**src/rtl/crg_pkg.sv**
```systemverilog
// ---------------------------------------------------------------------------
// crg_pkg
// Types, codes and constants of the copy request guard.
// ---------------------------------------------------------------------------
package crg_pkg;

    localparam int ALIGN_BITS = 20;
    localparam int WORD_W     = 32;
    localparam int ADDR_W     = 5;

    localparam int S_TDATA_W  = 128;
    localparam int M_TDATA_W  = 232;
    localparam int M_TUSER_W  = 3;

    typedef enum logic [1:0] {
        VERDICT_POLL    = 2'd0,
        VERDICT_START   = 2'd1,
        VERDICT_REFUSED = 2'd2
    } t_verdict;

    typedef enum logic [3:0] {
        REASON_NONE        = 4'd0,
        REASON_SIZE_ZERO   = 4'd1,
        REASON_DST_LOW     = 4'd2,
        REASON_ARENA_SIZE  = 4'd3,
        REASON_DST_HIGH    = 4'd4,
        REASON_DST_WRAP    = 4'd5,
        REASON_SRC_LOW     = 4'd6,
        REASON_STAGE_SIZE  = 4'd7,
        REASON_SRC_HIGH    = 4'd8,
        REASON_SRC_WRAP    = 4'd9,
        REASON_LIMIT_FLOOR = 4'd10,
        REASON_LIMIT_CEIL  = 4'd11,
        REASON_LIMIT_ALIGN = 4'd12,
        REASON_DST_HEAP    = 4'd13,
        REASON_HEAP_ROOM   = 4'd14
    } t_reason;

    typedef enum logic [2:0] {
        REG_DDR_FLOOR     = 3'd0,
        REG_HEAP_CEILING  = 3'd1,
        REG_ARENA_START   = 3'd2,
        REG_ARENA_STOP    = 3'd3,
        REG_STAGING_START = 3'd4,
        REG_STAGING_SPAN  = 3'd5,
        REG_HEAP_LIMIT    = 3'd6
    } t_reg_idx;

endpackage

```
**src/rtl/copy_request_guard_unit.sv**
```systemverilog
// An input transfer is captured in the input register and then in the result
// register, which drives m_axis_tvalid.
// Throughput: one poll per cycle while m_axis_tready does not stall; the input register and the result register
// let a new poll enter while a finished result waits for m_axis_tready.
// Reset (synchronous, active low) clears the configuration registers, the
// sequence, error, start and total state, and both valid flags.
// ---------------------------------------------------------------------------
// copy_request_guard_unit
// Bounds checks host copy requests from a mailbox and issues copy commands.
// ---------------------------------------------------------------------------
module copy_request_guard_unit
    import crg_pkg::*;
(
    input  logic                 i_clk,
    input  logic                 i_rst_n,

    input  logic                 psel,
    input  logic                 penable,
    input  logic                 pwrite,
    input  logic [ADDR_W-1:0]    paddr,
    input  logic [WORD_W-1:0]    pwdata,
    output logic [WORD_W-1:0]    prdata,
    output logic                 pready,

    input  logic                 s_axis_tvalid,
    output logic                 s_axis_tready,
    // req_seq[31:0], src_addr[63:32], dst_addr[95:64], byte_len[127:96]
    input  logic [S_TDATA_W-1:0] s_axis_tdata,
    // func[0]
    input  logic                 s_axis_tuser,

    output logic                 m_axis_tvalid,
    input  logic                 m_axis_tready,
    // copy_src[31:0], copy_dst[63:32], copy_len[95:64], refuse_code[99:96],
    // refuse_addr[131:100], ack_seq[163:132], request_total[195:164],
    // byte_total[227:196], zero pad[231:228]
    output logic [M_TDATA_W-1:0] m_axis_tdata,
    // verdict[1:0], copy_go[2]
    output logic [M_TUSER_W-1:0] m_axis_tuser
);

    logic [WORD_W-1:0] r_ddr_floor, r_heap_ceiling, r_arena_start, r_arena_stop;
    logic [WORD_W-1:0] r_staging_start, r_staging_span, r_heap_limit;

    logic              r_in_valid;
    logic              r_in_func;
    logic [WORD_W-1:0] r_in_seq, r_in_src, r_in_dst, r_in_len;

    logic              r_out_valid;
    logic [M_TDATA_W-1:0] r_out_tdata;
    logic [M_TUSER_W-1:0] r_out_tuser;

    logic              r_start, r_error;
    logic [WORD_W-1:0] r_last_seq, r_fault_addr, r_count, r_bytes;
    t_reason           r_reason;

    logic              n_start, n_error;
    logic [WORD_W-1:0] n_last_seq, n_fault_addr, n_count, n_bytes;
    t_reason           n_reason;
    t_verdict          n_verdict;
    logic              n_go;
    logic [WORD_W-1:0] n_copy_src, n_copy_dst, n_copy_len;

    logic              cfg_write;
    t_reg_idx          cfg_idx;
    logic              advance;

    logic [WORD_W-1:0] arena_gap, arena_top, stage_top, heap_room;
    logic [WORD_W:0]   dst_sum, src_sum;
    t_reason           why;

    assign pready    = 1'b1;
    assign cfg_idx   = t_reg_idx'(paddr[ADDR_W-1:2]);
    assign cfg_write = psel && penable && pwrite && pready;

    always_comb begin
        prdata = '0;
        unique case (cfg_idx)
            REG_DDR_FLOOR:     prdata = r_ddr_floor;
            REG_HEAP_CEILING:  prdata = r_heap_ceiling;
            REG_ARENA_START:   prdata = r_arena_start;
            REG_ARENA_STOP:    prdata = r_arena_stop;
            REG_STAGING_START: prdata = r_staging_start;
            REG_STAGING_SPAN:  prdata = r_staging_span;
            REG_HEAP_LIMIT:    prdata = r_heap_limit;
            default:           prdata = '0;
        endcase
    end

    always_ff @(posedge i_clk) begin
        if (!i_rst_n) begin
            r_ddr_floor     <= '0;
            r_heap_ceiling  <= '0;
            r_arena_start   <= '0;
            r_arena_stop    <= '0;
            r_staging_start <= '0;
            r_staging_span  <= '0;
            r_heap_limit    <= '0;
        end else if (cfg_write) begin
            unique case (cfg_idx)
                REG_DDR_FLOOR:     r_ddr_floor     <= pwdata;
                REG_HEAP_CEILING:  r_heap_ceiling  <= pwdata;
                REG_ARENA_START:   r_arena_start   <= pwdata;
                REG_ARENA_STOP:    r_arena_stop    <= pwdata;
                REG_STAGING_START: r_staging_start <= pwdata;
                REG_STAGING_SPAN:  r_staging_span  <= pwdata;
                REG_HEAP_LIMIT:    r_heap_limit    <= pwdata;
                default: ;
            endcase
        end
    end

    // Advance the held poll into the result register when that slot frees.
    assign advance       = r_in_valid && (!r_out_valid || m_axis_tready);
    assign s_axis_tready = !r_in_valid || advance;

    always_ff @(posedge i_clk) begin
        if (!i_rst_n) begin
            r_in_valid <= 1'b0;
        end else if (s_axis_tready) begin
            r_in_valid <= s_axis_tvalid;
        end
    end

    always_ff @(posedge i_clk) begin
        if (s_axis_tready && s_axis_tvalid) begin
            r_in_func <= s_axis_tuser;
            r_in_seq  <= s_axis_tdata[31:0];
            r_in_src  <= s_axis_tdata[63:32];
            r_in_dst  <= s_axis_tdata[95:64];
            r_in_len  <= s_axis_tdata[127:96];
        end
    end

    assign arena_gap = r_arena_stop - r_arena_start;
    assign arena_top = r_arena_stop - r_in_len;
    assign stage_top = r_staging_start + r_staging_span - r_in_len;
    assign heap_room = r_heap_limit - r_in_dst;
    assign dst_sum   = {1'b0, r_in_dst} + {1'b0, r_in_len};
    assign src_sum   = {1'b0, r_in_src} + {1'b0, r_in_len};

    always_comb begin
        if (r_heap_limit < r_ddr_floor) begin
            why = REASON_LIMIT_FLOOR;
        end else if (r_heap_limit > r_heap_ceiling) begin
            why = REASON_LIMIT_CEIL;
        end else if (r_heap_limit[ALIGN_BITS-1:0] != '0) begin
            why = REASON_LIMIT_ALIGN;
        end else if (r_in_len == '0) begin
            why = REASON_SIZE_ZERO;
        end else if (r_in_dst < r_arena_start) begin
            why = REASON_DST_LOW;
        end else if (r_in_len > arena_gap) begin
            why = REASON_ARENA_SIZE;
        end else if (r_in_dst > arena_top) begin
            why = REASON_DST_HIGH;
        end else if (dst_sum[WORD_W]) begin
            why = REASON_DST_WRAP;
        end else if (r_in_src < r_staging_start) begin
            why = REASON_SRC_LOW;
        end else if (r_in_len > r_staging_span) begin
            why = REASON_STAGE_SIZE;
        end else if (r_in_src > stage_top) begin
            why = REASON_SRC_HIGH;
        end else if (src_sum[WORD_W]) begin
            why = REASON_SRC_WRAP;
        end else if (r_in_dst >= r_heap_limit) begin
            why = REASON_DST_HEAP;
        end else if (r_in_len > heap_room) begin
            why = REASON_HEAP_ROOM;
        end else begin
            why = REASON_NONE;
        end
    end

    always_comb begin
        n_start      = r_start || r_in_func;
        n_error      = r_error;
        n_last_seq   = r_last_seq;
        n_fault_addr = r_fault_addr;
        n_reason     = r_reason;
        n_count      = r_count;
        n_bytes      = r_bytes;
        n_verdict    = VERDICT_POLL;
        n_go         = 1'b0;
        n_copy_src   = '0;
        n_copy_dst   = '0;
        n_copy_len   = '0;
        if (n_start) begin
            n_verdict = VERDICT_START;
        end else if (r_error) begin
            n_verdict = VERDICT_REFUSED;
        end else if (r_in_seq != r_last_seq) begin
            if (why != REASON_NONE) begin
                n_fault_addr = r_in_dst;
                n_reason     = why;
                n_error      = 1'b1;
                n_verdict    = VERDICT_REFUSED;
            end else begin
                n_go       = 1'b1;
                n_copy_src = r_in_src;
                n_copy_dst = r_in_dst;
                n_copy_len = r_in_len;
                n_last_seq = r_in_seq;
                n_count    = r_count + WORD_W'(1);
                n_bytes    = r_bytes + r_in_len;
            end
        end
    end

    always_ff @(posedge i_clk) begin
        if (!i_rst_n) begin
            r_start      <= 1'b0;
            r_error      <= 1'b0;
            r_last_seq   <= '0;
            r_fault_addr <= '0;
            r_reason     <= REASON_NONE;
            r_count      <= '0;
            r_bytes      <= '0;
        end else if (advance) begin
            r_start      <= n_start;
            r_error      <= n_error;
            r_last_seq   <= n_last_seq;
            r_fault_addr <= n_fault_addr;
            r_reason     <= n_reason;
            r_count      <= n_count;
            r_bytes      <= n_bytes;
        end
    end

    always_ff @(posedge i_clk) begin
        if (!i_rst_n) begin
            r_out_valid <= 1'b0;
        end else if (advance) begin
            r_out_valid <= 1'b1;
        end else if (m_axis_tready) begin
            r_out_valid <= 1'b0;
        end
    end

    always_ff @(posedge i_clk) begin
        if (advance) begin
            r_out_tdata <= {4'b0000, n_bytes, n_count, n_last_seq, n_fault_addr,
                            n_reason, n_copy_len, n_copy_dst, n_copy_src};
            r_out_tuser <= {n_go, n_verdict};
        end
    end

    assign m_axis_tvalid = r_out_valid;
    assign m_axis_tdata  = r_out_tdata;
    assign m_axis_tuser  = r_out_tuser;

endmodule

```
**config.mk**
```make
export PLATFORM = sky130hd
export DESIGN_NAME = copy_request_guard_unit
export DESIGN_NICKNAME = d
export VERILOG_FILES = /design/src/rtl/crg_pkg.sv /design/src/rtl/copy_request_guard_unit.sv
export SDC_FILE = /design/constraint.sdc
export NUM_CORES = 2
export LEC_CHECK = 0
export BUFFER_PORTS_ARGS = -buffer_cell sky130_fd_sc_hd__buf_4
export CAP_MARGIN = 40
export CORE_ASPECT_RATIO = 1.1
export CORE_MARGIN = 4
export CORE_UTILIZATION = 45
export CTS_CLUSTER_SIZE = 24
export DETAILED_ROUTE_END_ITERATION = 8
export PLACE_DENSITY = 0.64
export SLEW_MARGIN = 25
export SYNTH_ARGS = -nofsm -noshare
export SYNTH_HDL_FRONTEND = slang
export SYNTH_SLANG_ARGS = --single-unit
```
**constraint.sdc**
```tcl
create_clock -name i_clk -period 8.7 [get_ports i_clk]
set_input_delay 0.87 -clock i_clk [delete_from_list [all_inputs] [get_ports i_clk]]
set_output_delay 0.87 -clock i_clk [all_outputs]
set_load 0.01 [all_outputs]
```
==> key figures <==
Outcome
  • Result of the run: finished clean

STA
  • Number of setup violations in the final report: 0
  • Max Slew Vio Count: 0
  • Time the worst path needs with I/O delays and setup: 8240 ps
  • Transition time at the pin with the least slew margin: 887 ps
  • Peak clock frequency supported by timing: 121 MHz
  • Final hold violation count: 0
  • Setup Skew: 33.5 ps
  • RSZ-0062 raised after global routing: false
  • Fraction of the cycle the final worst path needs: 0.948
  • Total Negative Setup Slacks: 0 ps
  • Max-slew headroom at the worst pin: 0.409

Critical path
  • Endpoint of the worst register-to-register path: r_count[11]
  • Setup CP Type: flop to flop
  • Reg-to-reg setup timing slack: 460 ps
  • Data arrival time of the critical path: 8840 ps
  • Beginning of the critical path: r_arena_stop[0]
  • Required time worst endpoint: 9300 ps
  • Worst flop-to-flop path startpoint: r_arena_stop[0]
  • Top fanout value on the critical path: 18
  • Critical path buffer and inverter count: 6
  • Critical path capture point type: flop
  • Cell at the slowest stage of the critical path: sky130_fd_sc_hd__or3_4
  • Kind of start point of the critical path: flop
  • CP Depth: 33
  • Number of cell instances on the worst register-to-register path: 33
  • Worst path top cell family by delay: compound AO/OA/AOI/OAI gates
  • Capture point of the critical path: r_count[11]
  • Delay of the slowest cell on the worst path: 500 ps

Detailed routing
  • Final routed wire length divided by cell count: 23.2 um
  • Post-detailed-route DRC marker count: 0
  • Vias: 38200
  • Vias/cell: 5.76
  • Number of search-and-repair iterations in the first detailed-routing pass: 6
  • ANT nets after route: 0
  • Total detailed-routing wirelength: 154000 um
  • Violation count after the first detailed-route iteration: 3283

Final layout
  • Utilization after layout: 0.541
  • Leading cell types in the layout, fill and taps excluded: sky130_fd_sc_hd__nand2_1 (746), sky130_fd_sc_hd__buf_4 (538), sky130_fd_sc_hd__ha_1 (505)
  • Number of nets in the finished design: 5987
  • Filler cell count: 8952
  • Flip-flop count of the largest register after layout: 228
  • Area overhead of the layout relative to synthesis: 18.6%
  • Most frequent standard cell in the layout excluding fill and tap cells: sky130_fd_sc_hd__nand2_1
  • Layout cell share with drive strength beyond 1: 0.149

Global route
  • GRT Overall Usage: 0.286
  • Total overflow reported by the global router: 0
  • Maximum number of pins on one net before global-route repair: 196
  • Global-route wire length before repair: 227000 um
  • Via count of the first global-routing pass: 36100
  • Initial antenna violation count: 3

Floorplanning
  • Floorplan die width: 308 um
  • Die Area: 0.104 mm2
  • Total I/O pin count: 443
  • Cell row count: 120
  • Initial Util: 0.456
  • Placeable Area: 0.0979 mm2
  • Floorplan die height: 338 um

Pwr
  • Clock share of power: 0.404
  • Fraction of power spent switching nets: 0.282
  • Reported net switching power: 0.00247 W
  • Static leakage: 21.6 nW
  • Fraction of power consumed by combinational cells: 0.159
  • Total power density per cell area: 165 mW/mm2
  • Peak VDD IR: 178 uV
  • Total internal power: 0.00627 W
  • Sequential Power Share: 0.436

Clocking
  • Post-CTS Setup Inserts: 0
  • H-tree depth reported by CTS: 3
  • Clock tree from TritonCTS: yes
  • Clk sink count: 720
  • Number of clock buffers inserted by TritonCTS: 79
  • Clock transition at path regs: 70 ps
  • Buffer levels on the longest clock path: 3
  • CTS Root Buffer Type: sky130_fd_sc_hd__clkbuf_16
  • Number of hold buffers added after cts: 0
  • Clk_lat worst skew: 690 ps

Synth
  • Number of synthesized register bits: 720
  • Primary FF master, synth: sky130_fd_sc_hd__edfxtp_1
  • Number of distinct library cells after synthesis: 83
  • Library cell with the largest summed area after synthesis: sky130_fd_sc_hd__edfxtp_1
  • Sequential area share after synthesis: 0.404
  • Area share of the largest cell type after synthesis: 0.242
  • Post-synthesis average cell area: 9.24 um2
  • Synthesized instance count: 4828
  • Area of the mapped netlist: 0.0446 mm2
  • Synth top area cells: sky130_fd_sc_hd__edfxtp_1 (24%), sky130_fd_sc_hd__dfxtp_1 (16%), sky130_fd_sc_hd__ha_1 (14%), sky130_fd_sc_hd__nand2_1 (6.3%), sky130_fd_sc_hd__a21oi_1 (5.1%)
  • EDFF count, synth: 360
  • Share of async-settable or async-resettable flops after synthesis: 0
  • Yosys warning total: 0

Hold path
  • Hold WC Path Type: input port to flop

Place
  • Global placement routability congestion: 0.958
  • Number of buffer cells added on primary ports: 435
  • Detailed-placement wirelength estimate: 118000 um

Job
  • Maximum capacitance violations: 0
[power by group through the flow]
stage	Clock (W)	Sequential, W	Combinational, W
floorplan	0	0.00389	0.000768
global placement	0	0.00388	0.00134
detailed placement	0	0.00388	0.00137
CTS	0.00359	0.00381	0.00138
global route	0.00374	0.00382	0.00152
finish	0.00353	0.00381	0.00139
[how the worst min path moves through the flow]
stage                             start                   to  slack (ps)  depth (start not counted)
floorplan                       r_start              r_start         430                          2
global placement       r_arena_start[1]     r_arena_start[1]         440                          2
detailed placement  r_staging_start[24]  r_staging_start[24]         450                          2
CTS                    s_axis_tdata[29]         r_in_seq[29]         310                          1
global route           s_axis_tdata[61]         r_in_src[29]         320                          1
finish                 s_axis_tdata[29]         r_in_seq[29]         350                          1
[stage by stage]
stage	instances	hold WS, ps	area (um2)	setup WS, ps	total power (W)
6_report	6623	354	52900	457	0.00874
5_1_grt	6623	320	52900	99.1	0.00908
4_1_cts	6616	313	52800	505	0.00878
3_5_place_dp	6470	449	50100	532	0.00526
3_3_place_gp	6458	442	49900	604	0.00522
2_1_floorplan	4831	429	44600	192	0.00466
[kinds of logic after synthesis]
kind of cell | count (synthesis) | synth area share
muxes | 145 | 0.0368
AOI/OAI and AO/OA | 1109 | 0.154
buffers and inverters | 562 | 0.0486
xor gates and xnor gates | 208 | 0.0408
DFF | 720 | 0.404
adders and majority gates | 540 | 0.157
and+or+nand+nor | 1542 | 0.158
other | 2 | 0.000168
[final cells by class]
cell class / count / area, um2 / share of cell area
timing repair buffer: 568 / 4650 / 0.0879
multi-input combinational: 3549 / 24500 / 0.464
clock inverter: 44 / 594 / 0.0112
inverter: 356 / 1350 / 0.0255
clock buffer: 102 / 2150 / 0.0407
tap: 1281 / 1600 / 0.0303
antenna: 3 / 7.51 / 0.000142
sequential: 720 / 18000 / 0.340
[per-layer routing]
layer	GRT usage	vias up	wire [um]
met1	0.393	18300	66400
met3	0.0377	209	10500
met4	0.105	0	6040
met5	0	-	0
li1	-	18200	-
met2	0.462	1439	70700
[cells in the mapped netlist, drive strengths merged, types with 37 or more instances]
master	number
xnor2	112
a21oi	460
ha	505
nand2b	46
nand4	90
xor2	96
nor4	101
dfxtp	360
edfxtp	360
mux2i	92
inv	356
o31ai	44
nor2	236
nor3	61
a21o	113
o21ai	190
mux2	42
nand2	747
buf	44
nor2b	37
nand3	100
and2	47
clkbuf	162
[what timing repair did]
| action | in CTS | in global routing |
|---|---|---|
| resized for setup | 0 | 1 |
| endpoints found under the hold margin | 0 | 0 |
| setup endpoints to repair | 0 | 2 |
Note: power is estimated with default switching activity, not from simulation.
